===== src/design/deq_pkg.sv =====
// ----------------------------------------------------------------------------
// Deque package
// Shared constants, codes and structures of the double-ended queue with a
// clamped offset read.
// ----------------------------------------------------------------------------
package deq_pkg;

    localparam int DEPTH   = 64;
    localparam int PTR_W   = $clog2(DEPTH);
    localparam int SUM_W   = PTR_W + 1;
    localparam int CNT_W   = 7;
    localparam int OFF_W   = 16;
    localparam int DATA_W  = 32;
    localparam int CMP_W   = ((OFF_W > CNT_W) ? OFF_W : CNT_W) + 1;

    localparam logic signed [OFF_W-1:0] OFF_MAX = {1'b0, {(OFF_W-1){1'b1}}};
    localparam logic signed [OFF_W-1:0] OFF_MIN = {1'b1, {(OFF_W-1){1'b0}}};

    typedef enum logic [2:0] {
        REQ_PUSH_FRONT = 3'd0,
        REQ_PUSH_BACK  = 3'd1,
        REQ_POP_FRONT  = 3'd2,
        REQ_POP_BACK   = 3'd3,
        REQ_MOVE       = 3'd4
    } req_type_t;

    typedef enum logic [1:0] {
        DIR_OTHER = 2'd0,
        DIR_LEFT  = 2'd1,
        DIR_RIGHT = 2'd2
    } dir_t;

    typedef enum logic [1:0] {
        ST_OK    = 2'd0,
        ST_FULL  = 2'd1,
        ST_EMPTY = 2'd2,
        ST_STEP  = 2'd3
    } status_t;

    typedef struct packed {
        logic                     wr_en;
        logic [PTR_W-1:0]         wr_addr;
        logic signed [DATA_W-1:0] wr_data;
        logic                     rd_en;
        logic [PTR_W-1:0]         rd_addr;
    } deq_mem_req_t;

    typedef struct packed {
        status_t          status;
        logic             read_valid;
        logic [CNT_W-1:0] entry_count;
        logic             is_empty;
    } deq_res_t;

endpackage


===== src/design/deque_with_clamped_offset_read.sv =====
// ----------------------------------------------------------------------------
// Deque with clamped offset read
// Double-ended queue of signed 32-bit entries in a ring, with push and pop at
// both ends and a step offset that reads one entry on the final step.
//
//   Channel  Prefix  Carries
//   input    s_      request: type, push value, direction, last step
//   result   m_      status, read valid, read value, entry count, empty flag
//
// Each result is registered when its request is accepted and shows in the
// next cycle; a new request is taken every cycle unless the result stalls.
// The single write port and registered read port of the store allow this.
// Reset clears the front pointer, count and offset, not the entry store. A
// stalled result holds the output register and new requests until it frees.
// ----------------------------------------------------------------------------
module deque_with_clamped_offset_read
    import deq_pkg::*;
(
    input  logic                     aclk,
    input  logic                     aresetn,
    input  logic                     s_valid,
    output logic                     s_ready,
    input  logic [2:0]               s_req_type,
    input  logic signed [DATA_W-1:0] s_push_value,
    input  logic [1:0]               s_direction,
    input  logic                     s_last_step,
    output logic                     m_valid,
    input  logic                     m_ready,
    output logic [1:0]               m_status,
    output logic                     m_read_valid,
    output logic signed [DATA_W-1:0] m_read_value,
    output logic [CNT_W-1:0]         m_entry_count,
    output logic                     m_is_empty
);

    logic                     accept;
    logic                     m_valid_reg;
    deq_mem_req_t             mem_req;
    deq_res_t                 res;
    deq_res_t                 res_reg;
    logic signed [DATA_W-1:0] rd_data;

    assign s_ready = !m_valid_reg || m_ready;
    assign accept  = s_valid && s_ready;

    deq_ctrl u_ctrl (
        .aclk       (aclk),
        .aresetn    (aresetn),
        .accept     (accept),
        .req_type   (s_req_type),
        .push_value (s_push_value),
        .direction  (s_direction),
        .last_step  (s_last_step),
        .mem_req    (mem_req),
        .res        (res)
    );

    deq_store u_store (
        .aclk    (aclk),
        .mem_req (mem_req),
        .rd_data (rd_data)
    );

    always_ff @(posedge aclk) begin
        if (!aresetn) begin
            m_valid_reg <= 1'b0;
        end else if (accept) begin
            m_valid_reg <= 1'b1;
        end else if (m_ready) begin
            m_valid_reg <= 1'b0;
        end
    end

    always_ff @(posedge aclk) begin
        if (accept) begin
            res_reg <= res;
        end
    end

    assign m_valid       = m_valid_reg;
    assign m_status      = res_reg.status;
    assign m_read_valid  = res_reg.read_valid;
    assign m_read_value  = res_reg.read_valid ? rd_data : '0;
    assign m_entry_count = res_reg.entry_count;
    assign m_is_empty    = res_reg.is_empty;

    a_empty_matches_count: assert property (@(posedge aclk) disable iff (!aresetn)
        m_valid |-> (m_is_empty == (m_entry_count == '0)))
        else $error("Empty flag disagrees with the entry count.");

    a_read_needs_entries: assert property (@(posedge aclk) disable iff (!aresetn)
        (m_valid && m_read_valid) |-> ((m_status == ST_OK) && (m_entry_count != '0)))
        else $error("Read reported on an empty queue or with a bad status.");

    a_count_bounded: assert property (@(posedge aclk) disable iff (!aresetn)
        m_valid |-> (m_entry_count <= CNT_W'(DEPTH)))
        else $error("Entry count exceeds the queue depth.");

    a_step_no_read: assert property (@(posedge aclk) disable iff (!aresetn)
        (m_valid && (m_status == ST_STEP || m_status == ST_FULL)) |-> !m_read_valid)
        else $error("Read reported on a request that cannot read.");

endmodule


===== src/design/deq_store.sv =====
// ----------------------------------------------------------------------------
// Deque entry store
// Ring memory of queue entries with one write port and one registered read
// port.
// ----------------------------------------------------------------------------
module deq_store
    import deq_pkg::*;
(
    input  logic                     aclk,
    input  deq_mem_req_t             mem_req,
    output logic signed [DATA_W-1:0] rd_data
);

    logic signed [DATA_W-1:0] mem [DEPTH];
    logic signed [DATA_W-1:0] rd_data_reg;

    always_ff @(posedge aclk) begin
        if (mem_req.wr_en) begin
            mem[mem_req.wr_addr] <= mem_req.wr_data;
        end
    end

    always_ff @(posedge aclk) begin
        if (mem_req.rd_en) begin
            rd_data_reg <= mem[mem_req.rd_addr];
        end
    end

    assign rd_data = rd_data_reg;

endmodule


===== src/design/deq_ctrl.sv =====
// ----------------------------------------------------------------------------
// Deque control
// Holds the front pointer, entry count and step offset, decodes each request
// and drives the entry store and the result fields.
// ----------------------------------------------------------------------------
module deq_ctrl
    import deq_pkg::*;
(
    input  logic                     aclk,
    input  logic                     aresetn,
    input  logic                     accept,
    input  logic [2:0]               req_type,
    input  logic signed [DATA_W-1:0] push_value,
    input  logic [1:0]               direction,
    input  logic                     last_step,
    output deq_mem_req_t             mem_req,
    output deq_res_t                 res
);

    logic [PTR_W-1:0]        front_reg, front_next;
    logic [CNT_W-1:0]        count_reg, count_next;
    logic signed [OFF_W-1:0] off_reg, off_next;

    logic                    full, empty;
    logic [PTR_W-1:0]        front_dec, front_inc, back_addr, pos;
    logic [SUM_W-1:0]        back_sum, rd_sum;
    logic signed [OFF_W-1:0] off_step;
    logic signed [CMP_W-1:0] off_ext, cnt_ext;
    logic                    wr_en, rd_en;
    logic [PTR_W-1:0]        wr_addr;

    assign full  = (count_reg >= CNT_W'(DEPTH));
    assign empty = (count_reg == '0);

    assign front_dec = (front_reg == '0) ? PTR_W'(DEPTH - 1) : front_reg - PTR_W'(1);
    assign front_inc = (front_reg == PTR_W'(DEPTH - 1)) ? '0 : front_reg + PTR_W'(1);

    assign back_sum  = SUM_W'(front_reg) + SUM_W'(count_reg);
    assign back_addr = (back_sum >= SUM_W'(DEPTH)) ? PTR_W'(back_sum - SUM_W'(DEPTH))
                                                   : PTR_W'(back_sum);

    always_comb begin
        off_step = off_reg;
        case (dir_t'(direction))
            DIR_LEFT:  if (off_reg != OFF_MIN) off_step = off_reg - OFF_W'(1);
            DIR_RIGHT: if (off_reg != OFF_MAX) off_step = off_reg + OFF_W'(1);
            default:   off_step = off_reg;
        endcase
    end

    assign off_ext = CMP_W'(off_step);
    assign cnt_ext = signed'(CMP_W'(count_reg));

    always_comb begin
        if (off_ext <= CMP_W'(0)) begin
            pos = '0;
        end else if (off_ext >= cnt_ext) begin
            pos = PTR_W'(count_reg - CNT_W'(1));
        end else begin
            pos = PTR_W'(off_ext);
        end
    end

    assign rd_sum = SUM_W'(front_reg) + SUM_W'(pos);

    always_comb begin
        front_next     = front_reg;
        count_next     = count_reg;
        off_next       = off_reg;
        wr_en          = 1'b0;
        rd_en          = 1'b0;
        wr_addr        = back_addr;
        res.status     = ST_OK;
        res.read_valid = 1'b0;
        unique case (req_type_t'(req_type))
            REQ_PUSH_FRONT: begin
                if (full) begin
                    res.status = ST_FULL;
                end else begin
                    front_next = front_dec;
                    wr_addr    = front_dec;
                    wr_en      = 1'b1;
                    count_next = count_reg + CNT_W'(1);
                end
            end
            REQ_PUSH_BACK: begin
                if (full) begin
                    res.status = ST_FULL;
                end else begin
                    wr_en      = 1'b1;
                    count_next = count_reg + CNT_W'(1);
                end
            end
            REQ_POP_FRONT: begin
                if (empty) begin
                    res.status = ST_EMPTY;
                end else begin
                    front_next = front_inc;
                    count_next = count_reg - CNT_W'(1);
                end
            end
            REQ_POP_BACK: begin
                if (empty) begin
                    res.status = ST_EMPTY;
                end else begin
                    count_next = count_reg - CNT_W'(1);
                end
            end
            REQ_MOVE: begin
                off_next = off_step;
                if (!last_step) begin
                    res.status = ST_STEP;
                end else begin
                    if (empty) begin
                        res.status = ST_EMPTY;
                    end else begin
                        rd_en          = 1'b1;
                        res.read_valid = 1'b1;
                    end
                    off_next = '0;
                end
            end
            default: begin
                res.status = ST_OK;
            end
        endcase
        res.entry_count = count_next;
        res.is_empty    = (count_next == '0);
    end

    assign mem_req.wr_en   = accept && wr_en;
    assign mem_req.wr_addr = wr_addr;
    assign mem_req.wr_data = push_value;
    assign mem_req.rd_en   = accept && rd_en;
    assign mem_req.rd_addr = (rd_sum >= SUM_W'(DEPTH)) ? PTR_W'(rd_sum - SUM_W'(DEPTH))
                                                       : PTR_W'(rd_sum);

    always_ff @(posedge aclk) begin
        if (!aresetn) begin
            front_reg <= '0;
            count_reg <= '0;
            off_reg   <= '0;
        end else if (accept) begin
            front_reg <= front_next;
            count_reg <= count_next;
            off_reg   <= off_next;
        end
    end

endmodule


===== config.mk =====
export PLATFORM = sky130hd
export DESIGN_NAME = deque_with_clamped_offset_read
export DESIGN_NICKNAME = d
export VERILOG_FILES = /design/src/design/deq_pkg.sv /design/src/design/deque_with_clamped_offset_read.sv /design/src/design/deq_store.sv /design/src/design/deq_ctrl.sv
export SDC_FILE = /design/constraint.sdc
export NUM_CORES = 2
export LEC_CHECK = 0
export ABC_AREA = 0
export BUFFER_PORTS_ARGS = -buffer_cell sky130_fd_sc_hd__buf_4
export CAP_MARGIN = 25
export CORE_UTILIZATION = 50
export DETAILED_ROUTE_END_ITERATION = 6
export PLACE_DENSITY_LB_ADDON = 0.15
export SETUP_SLACK_MARGIN = 0.3
export SLEW_MARGIN = 20
export SYNTH_ARGS = -nofsm -noshare
export SYNTH_HDL_FRONTEND = slang
export SYNTH_SLANG_ARGS = --single-unit

===== constraint.sdc =====
create_clock -name aclk -period 7.66 [get_ports aclk]
set_input_delay 0.766 -clock aclk [delete_from_list [all_inputs] [get_ports aclk]]
set_output_delay 0.766 -clock aclk [all_outputs]
set_load 0.1 [all_outputs]

==> impl_metrics.env <==
export IMPL_outcome="finished with violations"
export IMPL_violations="design-rule violations"
export IMPL_start_kind="flop"
export IMPL_nets=4004
export IMPL_via_per_inst=6.35
export IMPL_fmax_mhz=143
export IMPL_syn_to_final_growth_pct=13.9
export IMPL_seqPwrFrac_pct=43.0
export IMPL_met1_usage_pct=37.8
export IMPL_cts_made_buffers=211
export IMPL_cts_num_sinks=2121
export IMPL_clk_pin_slew_ps=60
export IMPL_antenna_found_initial=5
export IMPL_setup_viol=0
export IMPL_vias=40000
export IMPL_final_cell_count_no_fill=6298
export IMPL_post_drt_wl_per_cell_um=33.2
export IMPL_drt_wl_total_um=209000
export IMPL_drt_iter0_drc=4684
export IMPL_crit_arrival_ps=7560
export IMPL_ys_seq_elements=2121
export IMPL_met3_usage_pct=3.62
export IMPL_first_global_vias=39600
export IMPL_post_route_min_period_ps=7010
export IMPL_final_cell_mix="edfxtp_1 (2,091), mux4_2 (640), buf_4 (224)"
export IMPL_cap_violations=0
export IMPL_clkPwrFrac_pct=33.1
export IMPL_power_net_switching_w=0.00800
export IMPL_hp_class="primary input to flop"
export IMPL_grt_max_degree=65
export IMPL_worstSkewPairLatency_ps=840
export IMPL_portBuffers=86
export IMPL_dpl_worst_slack_ps=-149
export IMPL_fillers=12000
export IMPL_relSlewSlack_pct=27.4
export IMPL_tightest_slew_ps=1090
export IMPL_synth_edf_count=2091
export IMPL_cts_hold_buf=0
export IMPL_crit_path_end_kind="flop"
export IMPL_dieArea_um2=168000
export IMPL_grt_pass1_wl_um=297000
export IMPL_slew_violations=0
export IMPL_detail_route_antenna_nets=0
export IMPL_tritoncts="built"
export IMPL_ys_flop_type="edfxtp_1"
export IMPL_cts_max_level=4
export IMPL_rows=149
export IMPL_p_int_w=0.0220
export IMPL_final_util_pct=57.4
export IMPL_path_class="flop to flop"
export IMPL_clock_root_buffer="clkbuf_16"
export IMPL_final_common_cell="edfxtp_1"
export IMPL_ioPinCount=87
export IMPL_synth_warnings=0
export IMPL_grt_overflow=0
export IMPL_yosysSeqAreaShare_pct=76.2
export IMPL_p_sw_share_pct=26.7
export IMPL_layout_drive_gt1_share_pct=31.2
export IMPL_p_per_area_nw_per_um2=316
export IMPL_critPathRequiredTime_ps=8200
export IMPL_gp_congestion=0.866
export IMPL_synthArstFlopShare_pct=0
export IMPL_die_h_um=410
export IMPL_largest_reg_flops=2048
export IMPL_ir_drop_uv=246
export IMPL_rsz0062_at_grt="true"
export IMPL_layout_setup_ws_ps=646
export IMPL_yosysUniqueCellTypes=73
export IMPL_top_usage_layer="met2"
export IMPL_synth_net_count=3728
export IMPL_drc_errors=24
export IMPL_syn_avg_cell_area_um2=22.7
export IMPL_start_util_pct=50.4
export IMPL_dp_hpwl_um=113000
export IMPL_dp_cells=5905
export IMPL_drt_pass1_iterations=7
export IMPL_grt_total_usage_pct=25.1
export IMPL_hold_viol=0
export IMPL_clock_tree_buffer_depth=3
export IMPL_finalCritPeriodShare_pct=91.6
export IMPL_leakagePower_nw=29.9
export IMPL_synthCells=3657
export IMPL_met2_usage_pct=39.4
export IMPL_core_um2=165000
export IMPL_die_x_um=410
export IMPL_p_comb_share_pct=23.9
export IMPL_syn_area_um2=83200
export IMPL_cp_max_fo=43
export IMPL_skew_ps=35.6
==> worst max-delay path: stages, from the launching register on <==
cell and delay (ps):
dfxtp_1 580, and4_1 460, nand4_1 150, and2_1 230, a222oi_1 440, inv_1 140
ha_1 310, a21o_1 160, a21o_1 170, a21oi_1 120, o21ai_0 150, o21ai_2 270
nor2_1 80, a211oi_2 280, ha_4 180, inv_1 50, fa_4 840, buf_12 220
buf_12 300, buf_8 280, mux4_2 320, mux4_2 520, mux2i_2 290, mux2i_1 120
==> routing by layer <==
layer,up-vias,share of wire [%]
li1,16100,-
met1,21900,43
met2,1636,48
met3,284,7.0
met4,4,1.9
met5,-,0.011
==> worst paths after layout <==
path / startpoint / slack (ps) / cells after the start / end
hold reg to reg: m_valid / 550 / 2 / m_valid
hold / removal: s_valid / 230 / 3 / m_valid
setup / recovery: u_ctrl.off_reg[8] / 650 / 23 / u_store.rd_data[16]
setup reg to reg: u_ctrl.off_reg[8] / 650 / 23 / u_store.rd_data[16]
==> power by group through the flow <==
stage                     clock network, W  logic [W]  registers, W
after floorplan                          0    0.00470        0.0132
after global placement                   0    0.00721        0.0131
after detailed placement                 0    0.00723        0.0131
after CTS                           0.0101    0.00729        0.0129
after global routing                0.0105    0.00755        0.0129
final                              0.00994    0.00716        0.0129
==> Yosys cell counts, drive strengths merged (4+ instances only) <==
cell type / count / share of area (%)
nor4: 11 / 0.083
a22oi: 16 / 0.14
nor2: 121 / 0.55
buf: 60 / 0.30
a21oi: 36 / 0.22
mux2i: 105 / 1.3
a31oi: 16 / 0.12
nand2: 66 / 0.30
o22ai: 5 / 0.038
inv: 32 / 0.14
nor2b: 18 / 0.14
o21ai: 26 / 0.17
edfxtp: 2091 / 76
nand3: 13 / 0.078
and2: 43 / 0.32
ha: 27 / 0.41
mux4: 640 / 17
nand4: 8 / 0.060
and4: 4 / 0.042
a21boi: 9 / 0.081
nand2b: 8 / 0.060
a211oi: 6 / 0.054
a21o: 9 / 0.081
a311oi: 4 / 0.042
clkbuf: 136 / 0.61
or3: 5 / 0.038
nor3: 17 / 0.10
nor3b: 4 / 0.042
and3: 12 / 0.090
dfxtp: 30 / 0.72
xnor2: 19 / 0.21
==> per-stage QoR <==
stage | TNS (ps) | cell area, um2 | hold slack, ps | total power (W)
after floorplan | 0 | 83200 | 506 | 0.0179
after global placement | -532 | 88000 | 521 | 0.0203
after detailed placement | -317 | 88000 | 543 | 0.0204
after CTS | 0 | 94700 | 177 | 0.0303
after global routing | 0 | 94700 | 216 | 0.0310
final | 0 | 94700 | 226 | 0.0300
==> kinds of logic after synthesis <==
group	synth area share (%)
buf+inv	1.07
xor+xnor	0.241
fa+ha+maj	0.454
flops	76.2
mux	18.6
compound gates	1.30
simple gates	2.09
==> cell type report <==
cell class / count / area [um2] / share of cell area [%]
clock inverter: 123 / 985 / 1.04
sequential: 2121 / 63400 / 66.9
antenna: 1 / 2.50 / 0.00264
clock buffer: 265 / 5630 / 5.94
multi-input combinational: 1306 / 19500 / 20.6
tap: 2189 / 2740 / 2.89
inverter: 34 / 128 / 0.135
timing repair buffer: 259 / 2380 / 2.51
==> what timing repair did <==
action / 4_1_cts / 5_1_grt
resized for setup: 11 / 7
endpoints found under the setup margin: 10 / 32
pin swaps: 0 / 1
gates cloned: 0 / 0
hold endpoints to repair: 0 / 0
buffers inserted: 0 / 3
Power figures use the tool's default switching activity.
